File: config.mk
export PLATFORM = sky130hd
export DESIGN_NAME = qss_apb_regs
export DESIGN_NICKNAME = d
export VERILOG_FILES = /design/src/qss_pkg.sv /design/src/qss_apb_regs.sv
export SDC_FILE = /design/constraint.sdc
export NUM_CORES = 1
export LEC_CHECK = 0
export BUFFER_PORTS_ARGS = -buffer_cell sky130_fd_sc_hd__buf_4
export CORE_ASPECT_RATIO = 1.1
export CORE_UTILIZATION = 43
export CTS_CLUSTER_DIAMETER = 30
export DETAILED_ROUTE_END_ITERATION = 10
export GPL_TIMING_DRIVEN = 0
export PLACE_DENSITY = 0.81
export SYNTH_ARGS = -nofsm -noshare
export SYNTH_HDL_FRONTEND = slang
export SYNTH_SLANG_ARGS = --single-unit
File: constraint.sdc
create_clock -name clk -period 0.9 [get_ports clk]
set_input_delay 0.045 -clock clk [delete_from_list [all_inputs] [get_ports clk]]
set_output_delay 0.045 -clock clk [all_outputs]
set_load 0.03 [all_outputs]
File: src/qss_pkg.sv
`default_nettype none

package qss_pkg;

    localparam int COORD_BITS_DEF  = 16;
    localparam int SCREEN_BITS_DEF = 12;

    localparam int CFG_ADDR_BITS = 4;
    localparam int CFG_DATA_BITS = 32;

    // register index codes (byte address = 4 * index)
    localparam logic [1:0] REG_SCREEN_WIDTH  = 2'd0;
    localparam logic [1:0] REG_SCREEN_HEIGHT = 2'd1;
    localparam logic [1:0] REG_BORDER_HEIGHT = 2'd2;

    localparam logic [12:0] SCREEN_WIDTH_RST  = 13'd800;
    localparam logic [12:0] SCREEN_HEIGHT_RST = 13'd600;
    localparam logic [10:0] BORDER_HEIGHT_RST = 11'd15;

    typedef struct packed {
        logic [12:0] pix_width;
        logic [12:0] line_count;
        logic [10:0] margin_lines;
    } cfg_t;

    // control that rides alongside the edge datapath
    typedef struct packed {
        logic valid;
        logic band;
    } side_t;

endpackage

`default_nettype wire

File: src/qss_apb_regs.sv
`default_nettype none

module qss_apb_regs (
    input  wire logic                              clk,
    input  wire logic                              rst_n,
    input  wire logic                              psel,
    input  wire logic                              penable,
    input  wire logic                              pwrite,
    input  wire logic [qss_pkg::CFG_ADDR_BITS-1:0] paddr,
    input  wire logic [qss_pkg::CFG_DATA_BITS-1:0] pwdata,
    output logic      [qss_pkg::CFG_DATA_BITS-1:0] prdata,
    output logic                                   pready,
    output qss_pkg::cfg_t                          cfg
);

    qss_pkg::cfg_t cfg_reg;
    qss_pkg::cfg_t cfg_next;
    logic [1:0]    idx;
    logic          wr;

    assign idx = paddr[3:2];
    assign wr  = psel && penable && pwrite;

    always_comb
    begin
        cfg_next = cfg_reg;
        if (wr)
        begin
            case (idx)
                qss_pkg::REG_SCREEN_WIDTH:  cfg_next.pix_width    = pwdata[12:0];
                qss_pkg::REG_SCREEN_HEIGHT: cfg_next.line_count   = pwdata[12:0];
                qss_pkg::REG_BORDER_HEIGHT: cfg_next.margin_lines = pwdata[10:0];
                default:                    cfg_next = cfg_reg;
            endcase
        end
    end

    always_ff @(posedge clk or negedge rst_n)
    begin
        if (!rst_n)
        begin
            cfg_reg.pix_width    <= qss_pkg::SCREEN_WIDTH_RST;
            cfg_reg.line_count   <= qss_pkg::SCREEN_HEIGHT_RST;
            cfg_reg.margin_lines <= qss_pkg::BORDER_HEIGHT_RST;
        end
        else
        begin
            cfg_reg <= cfg_next;
        end
    end

    always_comb
    begin
        case (idx)
            qss_pkg::REG_SCREEN_WIDTH:  prdata = {19'd0, cfg_reg.pix_width};
            qss_pkg::REG_SCREEN_HEIGHT: prdata = {19'd0, cfg_reg.line_count};
            qss_pkg::REG_BORDER_HEIGHT: prdata = {21'd0, cfg_reg.margin_lines};
            default:                    prdata = '0;
        endcase
    end

    assign pready = 1'b1;
    assign cfg    = cfg_reg;

endmodule

`default_nettype wire

==> summary.txt <==
Outcome
  – Outcome: finished, violations left
  – Failing checks: negative setup slack

Timing
  – Tmin final: 1.29 ns
  – Final Setup Violations: 68
  – Max-slew violation count: 0
  – Fmax: 777 MHz
  – Worst Skew: 0 ns
  – Final setup TNS: -9.13 ns
  – Tcrit/Tclk final: 143%
  – Final hold violations: 0
  – RSZ-0062 raised after global routing: yes
  – Worst Setup Slack, final: -0.387 ns

Placement
  – IO buf count: 68
  – Placed instance area: 2590 um2
  – Pre-CTS setup slack: -0.434 ns
  – GPL Wtd Cong: 0.705
  – DPL Wire Length: 2.98 mm
  – DP Cell Count: 284

Layout
  – Max reg flops: 37
  – Layout cell share with drive strength beyond 1: 73.9%
  – ANT cells: 0
  – Finished Cell Area: 3420 um2
  – Fin nets: 323
  – Area growth, synth to finish: 82.6%
  – Post-route insts no fill: 335

Pwr
  – VDD IR-drop max: 1570 uV
  – LEAKAGE: 0.00171 uW
  – Clock network power share: 14.2%
  – Combinational Power Share: 53.4%
  – Sw Ratio: 37.9%
  – Int Pwr: 4840 uW
  – Flop pwr share: 32.5%
  – Pwr Density: 2280 nW/um2
  – P_sw: 2950 uW

Logic synthesis
  – Ys async rst share: 100%
  – Mapped Area: 1870 um2
  – Area leader, netlist: dfrtp_1
  – Area contributors post-synth: dfrtp_1 (35%), mux2_2 (16%), dfstp_2 (15%)
  – Most frequent cell after synthesis: mux2_2
  – Sequential area share after synthesis: 50.2%
  – Post-synth top area share: 34.8%
  – Ys flop type: dfrtp_1
  – Yosys warns: 0
  – Syn Inst Count: 146
  – EDFF count, synth: 0
  – Syn Area/Cell: 12.8 um2
  – Distinct cells, synth: 18
  – Register bit count reported by yosys: 37
  – Most instantiated cells after synthesis: mux2_2 (27), dfrtp_1 (26), buf_4 (21)

Critical path
  – Required time of the critical path: 0.85 ns
  – Crit path max fanout: 3
  – Critical Path AT: 1.24 ns
  – CP endpoint kind: output port
  – Critical Path Source Type: flop
  – Reg2reg setup slack: -0.13 ns
  – Setup CP Type: flop to output port

Route
  – Routed Antenna Nets: 0
  – DRT Wirelength: 6.10 mm
  – Drt pass-1 iters: 4
  – Routed wire per std cell: 18.2 um
  – Initial drt markers: 43
  – Routed vias: 1605
  – Via-to-Cell Ratio: 4.79
  – Remaining DRCs: 0

Global route
  – First-pass GRT wire length: 8.24 mm
  – Largest net degree at the start of global routing: 38
  – Overflow left after global routing: 0
  – Initial antenna violation count: 0
  – Tot GR Track Use: 24.2%
  – Vias in the first global route: 1549

Clock network
  – Clock tree buffer depth: 2
  – CTS tree: yes
  – Clk_lat worst skew: 0.29 ns
  – H-tree Lvls: 2
  – Root Buffer: clkbuf_8
  – CTS Sinks: 37
  – TritonCTS buffer count: 5
  – Clock-pin slew on the worst setup and hold paths: 0.07 ns

Floorplanning
  – Initial Util: 46.1%
  – Placeable core region: 4050 um2
  – Die area: 4620 um2
  – Die Height: 71.2 um
  – Boundary Pins: 111
  – Row Count: 24
  – Die X: 64.9 um

Worst hold path
  – Hold Crit Class: primary input to flop

Job
  – Max Cap Viol: 0
## layout make-up
class	count	area, um2
clock buffers	8	80.1
multi-input cells	99	925
flip-flops and latches	37	947
fillers	214	638
repair buffers	111	1160
well taps	52	65.1
plain buffers	28	234
## power groups by stage
stage               Sequential [uW]  Combinational (uW)  Clock (uW)
floorplan                      3240                1090           0
global placement               2490                2850           0
detailed placement             2490                2890           0
CTS                            2480                3770        1120
global route                   2570                4310        1200
finish                         2530                4160        1100
## routing by layer
layer	wire (um)	GRT usage [%]	part of all wire, %
met4	59	5.43	0.97
met1	2260	29.1	37
met3	388	7.10	6.4
met2	3400	42.4	56
met5	0	0	0
## cells in the final DEF, fill, tap and decap left out
| cell | n |
|---|---|
| buf_12 | 1 |
| buf_16 | 1 |
| buf_2 | 2 |
| buf_4 | 45 |
| buf_6 | 82 |
| buf_8 | 1 |
| clkbuf_1 | 3 |
| clkbuf_2 | 1 |
| clkbuf_8 | 5 |
| conb_1 | 20 |
| dfrtp_1 | 20 |
| dfrtp_2 | 6 |
| dfstp_2 | 11 |
| dlygate4sd3_1 | 6 |
| mux2_2 | 15 |
| mux2_4 | 22 |
| mux2i_1 | 13 |
| nand2_1 | 10 |
| nand2_2 | 1 |
| nand3_4 | 1 |
| nor2_2 | 2 |
| nor2b_1 | 1 |
| nor3_4 | 1 |
| nor3b_4 | 1 |
| o21ai_2 | 11 |
| or3b_1 | 1 |
## per-stage QoR
| stage | hold WS, ns | total power [uW] | util (%) |
|---|---|---|---|
| global route | 0.000810 | 8070 | 84.3 |
| CTS | 0.00211 | 7360 | 80.3 |
| global placement | 0.0293 | 5330 | 64.0 |
| finish | 0.00219 | 7790 | 84.3 |
| floorplan | -0.251 | 4330 | - |
| detailed placement | 0.0247 | 5390 | 64.0 |
## final timing paths
kind                                      from                   to  cells after the start
setup / recovery           cfg[24]$_DFFE_PN0P_            prdata[0]                      3
hold / removal                       pwdata[2]  cfg[13]$_DFFE_PN0P_                      2
setup reg to reg           cfg[11]$_DFFE_PN0P_  cfg[11]$_DFFE_PN0P_                      3
hold reg to reg            cfg[13]$_DFFE_PN0P_  cfg[13]$_DFFE_PN0P_                      1
max in group asynchronous                rst_n  cfg[36]$_DFFE_PN0P_                      2
min in group asynchronous                rst_n  cfg[19]$_DFFE_PN0P_                      2
## what timing repair did
| item | CTS | global route |
|---|---|---|
| endpoints found under the hold margin | 33 | 0 |
| endpoints found under the setup margin | 79 | 83 |
| hold buffers | 6 | 0 |
| setup buffers | 23 | 17 |
| resized for setup | 85 | 28 |
| pin swaps | 4 | 4 |
| cloned | 3 | 0 |
## critical path, stage by stage (launching register included)
cell and delay [ns]:
dfrtp_2 0.44, mux2i_1 0.25, o21ai_2 0.11, buf_6 0.15
## cell families after synthesis
logic type / synth area share [%]
flip-flops: 50.2
AO/OA/AOI/OAI: 2.94
AND/OR/NAND/NOR: 4.35
buffers and inverters: 10.8
multiplexers: 31.2
other: 0.401
Power figures use the tool's default switching activity.
