**config.mk**
```make
export PLATFORM = sky130hd
export DESIGN_NAME = qss_edge_div
export DESIGN_NICKNAME = d
export VERILOG_FILES = /design/src/qss_pkg.sv /design/src/qss_div_step.sv /design/src/qss_edge_div.sv
export SDC_FILE = /design/constraint.sdc
export NUM_CORES = 2
export LEC_CHECK = 0
export BUFFER_PORTS_ARGS = -buffer_cell sky130_fd_sc_hd__buf_2
export CAP_MARGIN = 5
export CORE_MARGIN = 2
export CORE_UTILIZATION = 40
export DETAILED_ROUTE_END_ITERATION = 16
export GPL_TIMING_DRIVEN = 0
export PLACE_DENSITY = 0.6
export SLEW_MARGIN = 40
export SYNTH_ARGS = -nofsm -noshare
export SYNTH_HDL_FRONTEND = slang
export SYNTH_SLANG_ARGS = --single-unit
```
**constraint.sdc**
```tcl
create_clock -name clk -period 7.4 [get_ports clk]
set_input_delay 0.74 -clock clk [delete_from_list [all_inputs] [get_ports clk]]
set_output_delay 0.74 -clock clk [all_outputs]
set_load 0.02 [all_outputs]
```
**src/qss_pkg.sv**
```systemverilog
`default_nettype none

package qss_pkg;

    localparam int COORD_BITS_DEF  = 16;
    localparam int SCREEN_BITS_DEF = 12;

    localparam int CFG_ADDR_BITS = 4;
    localparam int CFG_DATA_BITS = 32;

    // register index codes (byte address = 4 * index)
    localparam logic [1:0] REG_SCREEN_WIDTH  = 2'd0;
    localparam logic [1:0] REG_SCREEN_HEIGHT = 2'd1;
    localparam logic [1:0] REG_BORDER_HEIGHT = 2'd2;

    localparam logic [12:0] SCREEN_WIDTH_RST  = 13'd800;
    localparam logic [12:0] SCREEN_HEIGHT_RST = 13'd600;
    localparam logic [10:0] BORDER_HEIGHT_RST = 11'd15;

    typedef struct packed {
        logic [12:0] pix_width;
        logic [12:0] line_count;
        logic [10:0] margin_lines;
    } cfg_t;

    // control that rides alongside the edge datapath
    typedef struct packed {
        logic valid;
        logic band;
    } side_t;

endpackage

`default_nettype wire

```
**src/qss_div_step.sv**
```systemverilog
`default_nettype none

// one restoring division step: shift in a dividend bit, subtract if it fits
module qss_div_step #(
    parameter int DW  = 17,
    parameter int XBW = 16
) (
    input  wire logic              clk,
    input  wire logic              en,
    input  wire logic [2*DW-1:0]   acc_in,
    input  wire logic [DW-1:0]     dmag_in,
    input  wire logic              neg_in,
    input  wire logic              hit_in,
    input  wire logic [XBW-1:0]    xa_in,
    output logic      [2*DW-1:0]   acc_out,
    output logic      [DW-1:0]     dmag_out,
    output logic                   neg_out,
    output logic                   hit_out,
    output logic      [XBW-1:0]    xa_out
);

    localparam int PW = 2 * DW;

    logic [PW:0]       shifted;
    logic [DW:0]       upper;
    logic [DW:0]       diff;
    logic              fits;
    logic [PW-1:0]     acc_next;
    logic [PW-1:0]     acc_reg;
    logic [DW-1:0]     dmag_reg;
    logic              neg_reg;
    logic              hit_reg;
    logic [XBW-1:0]    xa_reg;

    always_comb
    begin
        shifted = {acc_in, 1'b0};
        upper   = shifted[PW:DW];
        diff    = upper - {1'b0, dmag_in};
        fits    = (upper >= {1'b0, dmag_in});
        if (fits)
            acc_next = {diff[DW-1:0], shifted[DW-1:1], 1'b1};
        else
            acc_next = shifted[PW-1:0];
    end

    always_ff @(posedge clk)
    begin
        if (en)
        begin
            acc_reg  <= acc_next;
            dmag_reg <= dmag_in;
            neg_reg  <= neg_in;
            hit_reg  <= hit_in;
            xa_reg   <= xa_in;
        end
    end

    assign acc_out  = acc_reg;
    assign dmag_out = dmag_reg;
    assign neg_out  = neg_reg;
    assign hit_out  = hit_reg;
    assign xa_out   = xa_reg;

endmodule

`default_nettype wire

```
**src/qss_edge_div.sv**
```systemverilog
`default_nettype none

// crossing x of one edge: magnitude multiply, bit-per-stage divide, sign and offset
module qss_edge_div #(
    parameter int COORD_BITS = qss_pkg::COORD_BITS_DEF
) (
    input  wire logic                         clk,
    input  wire logic                         en,
    input  wire logic                         hit,
    input  wire logic signed [COORD_BITS:0]   t,
    input  wire logic signed [COORD_BITS:0]   m,
    input  wire logic signed [COORD_BITS:0]   d,
    input  wire logic signed [COORD_BITS-1:0] xa,
    output logic                              x_hit,
    output logic signed [COORD_BITS+1:0]      x
);

    localparam int DW = COORD_BITS + 1;
    localparam int PW = 2 * DW;
    localparam int XW = COORD_BITS + 2;

    logic [DW-1:0] tmag;
    logic [DW-1:0] mmag;
    logic [DW-1:0] dmag;

    logic [PW-1:0]         prod_reg;
    logic [DW-1:0]         dmag_reg;
    logic                  neg_reg;
    logic                  hit_reg;
    logic [COORD_BITS-1:0] xa_reg;

    logic [PW-1:0]         acc_w  [0:DW];
    logic [DW-1:0]         dmag_w [0:DW];
    logic                  neg_w  [0:DW];
    logic                  hit_w  [0:DW];
    logic [COORD_BITS-1:0] xa_w   [0:DW];

    logic signed [XW-1:0] q_signed;
    logic signed [XW-1:0] x_next;
    logic signed [XW-1:0] x_reg;
    logic                 x_hit_reg;

    assign tmag = t[DW-1] ? (~t + 1'b1) : t;
    assign mmag = m[DW-1] ? (~m + 1'b1) : m;
    assign dmag = d[DW-1] ? (~d + 1'b1) : d;

    always_ff @(posedge clk)
    begin
        if (en)
        begin
            prod_reg <= tmag * mmag;
            dmag_reg <= dmag;
            neg_reg  <= t[DW-1] ^ m[DW-1] ^ d[DW-1];
            hit_reg  <= hit;
            xa_reg   <= xa;
        end
    end

    assign acc_w[0]  = prod_reg;
    assign dmag_w[0] = dmag_reg;
    assign neg_w[0]  = neg_reg;
    assign hit_w[0]  = hit_reg;
    assign xa_w[0]   = xa_reg;

    for (genvar i = 0; i < DW; i++)
    begin : g_step
        qss_div_step #(
            .DW  (DW),
            .XBW (COORD_BITS)
        ) u_step (
            .clk      (clk),
            .en       (en),
            .acc_in   (acc_w[i]),
            .dmag_in  (dmag_w[i]),
            .neg_in   (neg_w[i]),
            .hit_in   (hit_w[i]),
            .xa_in    (xa_w[i]),
            .acc_out  (acc_w[i+1]),
            .dmag_out (dmag_w[i+1]),
            .neg_out  (neg_w[i+1]),
            .hit_out  (hit_w[i+1]),
            .xa_out   (xa_w[i+1])
        );
    end

    always_comb
    begin
        if (neg_w[DW])
            q_signed = -$signed({1'b0, acc_w[DW][DW-1:0]});
        else
            q_signed = $signed({1'b0, acc_w[DW][DW-1:0]});
        x_next = q_signed + XW'($signed(xa_w[DW]));
    end

    always_ff @(posedge clk)
    begin
        if (en)
        begin
            x_reg     <= x_next;
            x_hit_reg <= hit_w[DW];
        end
    end

    assign x     = x_reg;
    assign x_hit = x_hit_reg;

endmodule

`default_nettype wire

```
==> flow_summary.json <==
{
  "status": "completed",
  "critPathLaunch": "t[0]",
  "layout.nets": 6324,
  "cts_num_sinks": 1227,
  "synth_edf_count": 1227,
  "clockRootBuffer": "clkbuf_16",
  "ant_nets": 0,
  "layout_commonest_cell": "edfxtp_1",
  "worstSetupPathType": "input port to flop",
  "start_util": 0.403,
  "final_cell_mix": "1227 x edfxtp_1, 670 x inv_1, 411 x ha_1",
  "die_w_um": 412,
  "place.gp.congestion": 0.914,
  "synth-warning-count": 0,
  "r2r.worst_path.cells": 14,
  "drt_iter0_drc": 2600,
  "n_antenna_cell": 0,
  "holdBufCountCts": 0,
  "synth_top_area_frac": 0.554,
  "worstMarginPinSlew_ns": 0.876,
  "dp_hpwl_um": 103000,
  "fin_skew_ns": 0.0186,
  "post-route-min-period_ns": 7.28,
  "synth.largest_area_cell": "edfxtp_1",
  "utilization": 0.459,
  "drc": 0,
  "fin_crit_sh": 0.984,
  "largest_register_ffs": 561,
  "synthToLayoutAreaGrowth_pct": 13.7,
  "highest_layer": "met4",
  "critPathRequiredTime_ns": 7.91,
  "mappedNetlistNets": 6043,
  "track_usage": 0.166,
  "grt-ovfl-total": 0,
  "holdCritPathClass": "input port to flop",
  "cts_tree": "yes",
  "timing_hold_violations_final": 0,
  "fmax_mhz": 137,
  "finalSetupTns_ns": 0,
  "firstDrtPassIters": 6,
  "design_area_um2": 75700,
  "place_area_um2": 70400,
  "synth_area_leaders": "edfxtp_1 55%, ha_1 7.9%, fa_1 7.3%",
  "clk_path_buf_depth": 3,
  "vias_per_cell": 5.13,
  "wl_met1_um": 61500,
  "start_kind": "input port",
  "r2r-end": "x[17]",
  "die_area_um2": 170000,
  "ys_types": 84,
  "crit_path_end_kind": "flop",
  "grt_pass1_wl_um": 222000,
  "wl_met3_um": 6150,
  "antenna_found_initial": 4,
  "cp-endpoint": "prod_reg[33]",
  "maxSlewViolCount": 0,
  "final_layout_size_suffix_gt1_frac": 0.114,
  "io_buffers": 83,
  "drv_cap": 0,
  "cts_buffers": 136,
  "clock_latency_ns": 0.77,
  "r2r_slack_ns": 2.80,
  "syn-cell-area_um2": 66500,
  "htreeDepth": 4,
  "r2r_start": "g_step[16].u_step.acc_out[4]",
  "fp.dieH_um": 412,
  "wl_met2_um": 68400,
  "core_um2": 165000,
  "avgSynthCellArea_um2": 12.5,
  "netlist_instances": 5314,
  "grt_max_degree": 117,
  "synthArstFlopShare": 0,
  "rows": 149,
  "crit_path_max_fanout": 10,
  "wire_per_inst_um": 17.7,
  "ioPinCount": 89,
  "vias": 40500,
  "ys.flop_type": "edfxtp_1",
  "seq_area_frac_synth": 0.554,
  "hold_ws_ns": 0.139,
  "ys_ff_latch": 1227,
  "rsz0062_at_grt": "true",
  "arrival_ns": 7.79,
  "setup_viol": 0,
  "grt_pass1_vias": 40800,
  "wirelength_um": 140000,
  "clkTransAtPathRegs_ns": 0.06,
  "relSlewSlack": 0.410
}
-- kinds of logic after synthesis --
| kind of cell | synth area share |
|---|---|
| DFF | 0.554 |
| buffers and inverters | 0.0438 |
| muxes | 0.0327 |
| AOI/OAI and AO/OA | 0.0962 |
| and+or+nand+nor | 0.0825 |
| xor gates and xnor gates | 0.0399 |
| adders and majority gates | 0.151 |
-- critical path: stages --
cell and delay [ns]:
clkbuf_4 0.20, inv_1 0.11, clkbuf_8 0.18, ha_2 0.21
nand2b_4 0.08, or3_4 0.47, o21ai_4 0.30, xnor2_4 0.19
clkbuf_8 0.20, nand2_1 0.08, fa_1 0.58, fa_1 0.44
fa_1 0.52, inv_1 0.06, fa_1 0.47, fa_1 0.54
inv_1 0.06, fa_1 0.64, inv_1 0.07, ha_2 0.38
nand4_1 0.17, buf_4 0.20, o41ai_4 0.32, a21bo_2 0.24
a41oi_1 0.15, xnor2_1 0.16
-- per-layer routing --
| layer | vias to the layer above | track usage |
|---|---|---|
| met3 | 237 | 0.0267 |
| li1 | 19600 | - |
| met1 | 19800 | 0.218 |
| met2 | 835 | 0.281 |
| met4 | 0 | 0.0540 |
| met5 | - | 0 |
-- cell usage after synthesis (37+ instances only) --
master / instances
xor2_1: 113
a21o_1: 115
mux2_2: 143
inv_1: 671
nor3_1: 72
o21a_1: 81
nand2_1: 372
fa_1: 241
clkbuf_1: 77
a31oi_1: 49
a21oi_1: 233
and3_1: 45
edfxtp_1: 1227
nand3_1: 71
nor2_1: 366
or3_1: 40
ha_1: 418
nand2b_1: 42
o21ai_0: 202
o31ai_1: 37
xnor2_1: 190
nor2b_1: 61
-- layout make-up --
type / count / area (um^2)
clock buffers: 165 / 3550
fillers: 14900 / 89300
inverters: 673 / 2530
plain buffers: 90 / 509
multi-input cells: 3320 / 27600
flip-flops and latches: 1227 / 36800
clock inverters: 79 / 688
well taps: 2189 / 2740
repair buffers: 147 / 1190
-- through the flow --
stage / setup slack, ns / cells
after global routing: -0.109 / 7890
after detailed placement: -1.67 / 7599
after floorplan: 0.00365 / 5314
final: 0.115 / 7890
after global placement: -13.69 / 7586
after CTS: 0.0000675 / 7872
-- timing repair --
action                                  CTS  global route
endpoints found under the setup margin   18            14
resized for setup                        66            51
buffers inserted                         29            22
pin swaps                                17            24
-- worst min path at each step --
| stage | startpoint | endpoint | slack (ns) | cells past startpoint |
|---|---|---|---|---|
| floorplan | prod_reg[9] | g_step[0].u_step.acc_out[10] | 0.40 | 0 |
| global placement | g_step[8].u_step.acc_out[2] | g_step[9].u_step.acc_out[3] | 0.40 | 0 |
| detailed placement | prod_reg[6] | g_step[0].u_step.acc_out[7] | 0.40 | 0 |
| CTS | xa[0] | xa_reg[0] | 0.05 | 1 |
| global route | xa[0] | xa_reg[0] | 0.08 | 1 |
| finish | xa[0] | xa_reg[0] | 0.14 | 1 |
Power is not shown: default switching activity piles up to over one toggle a cycle in this logic, so the estimate is an artifact.
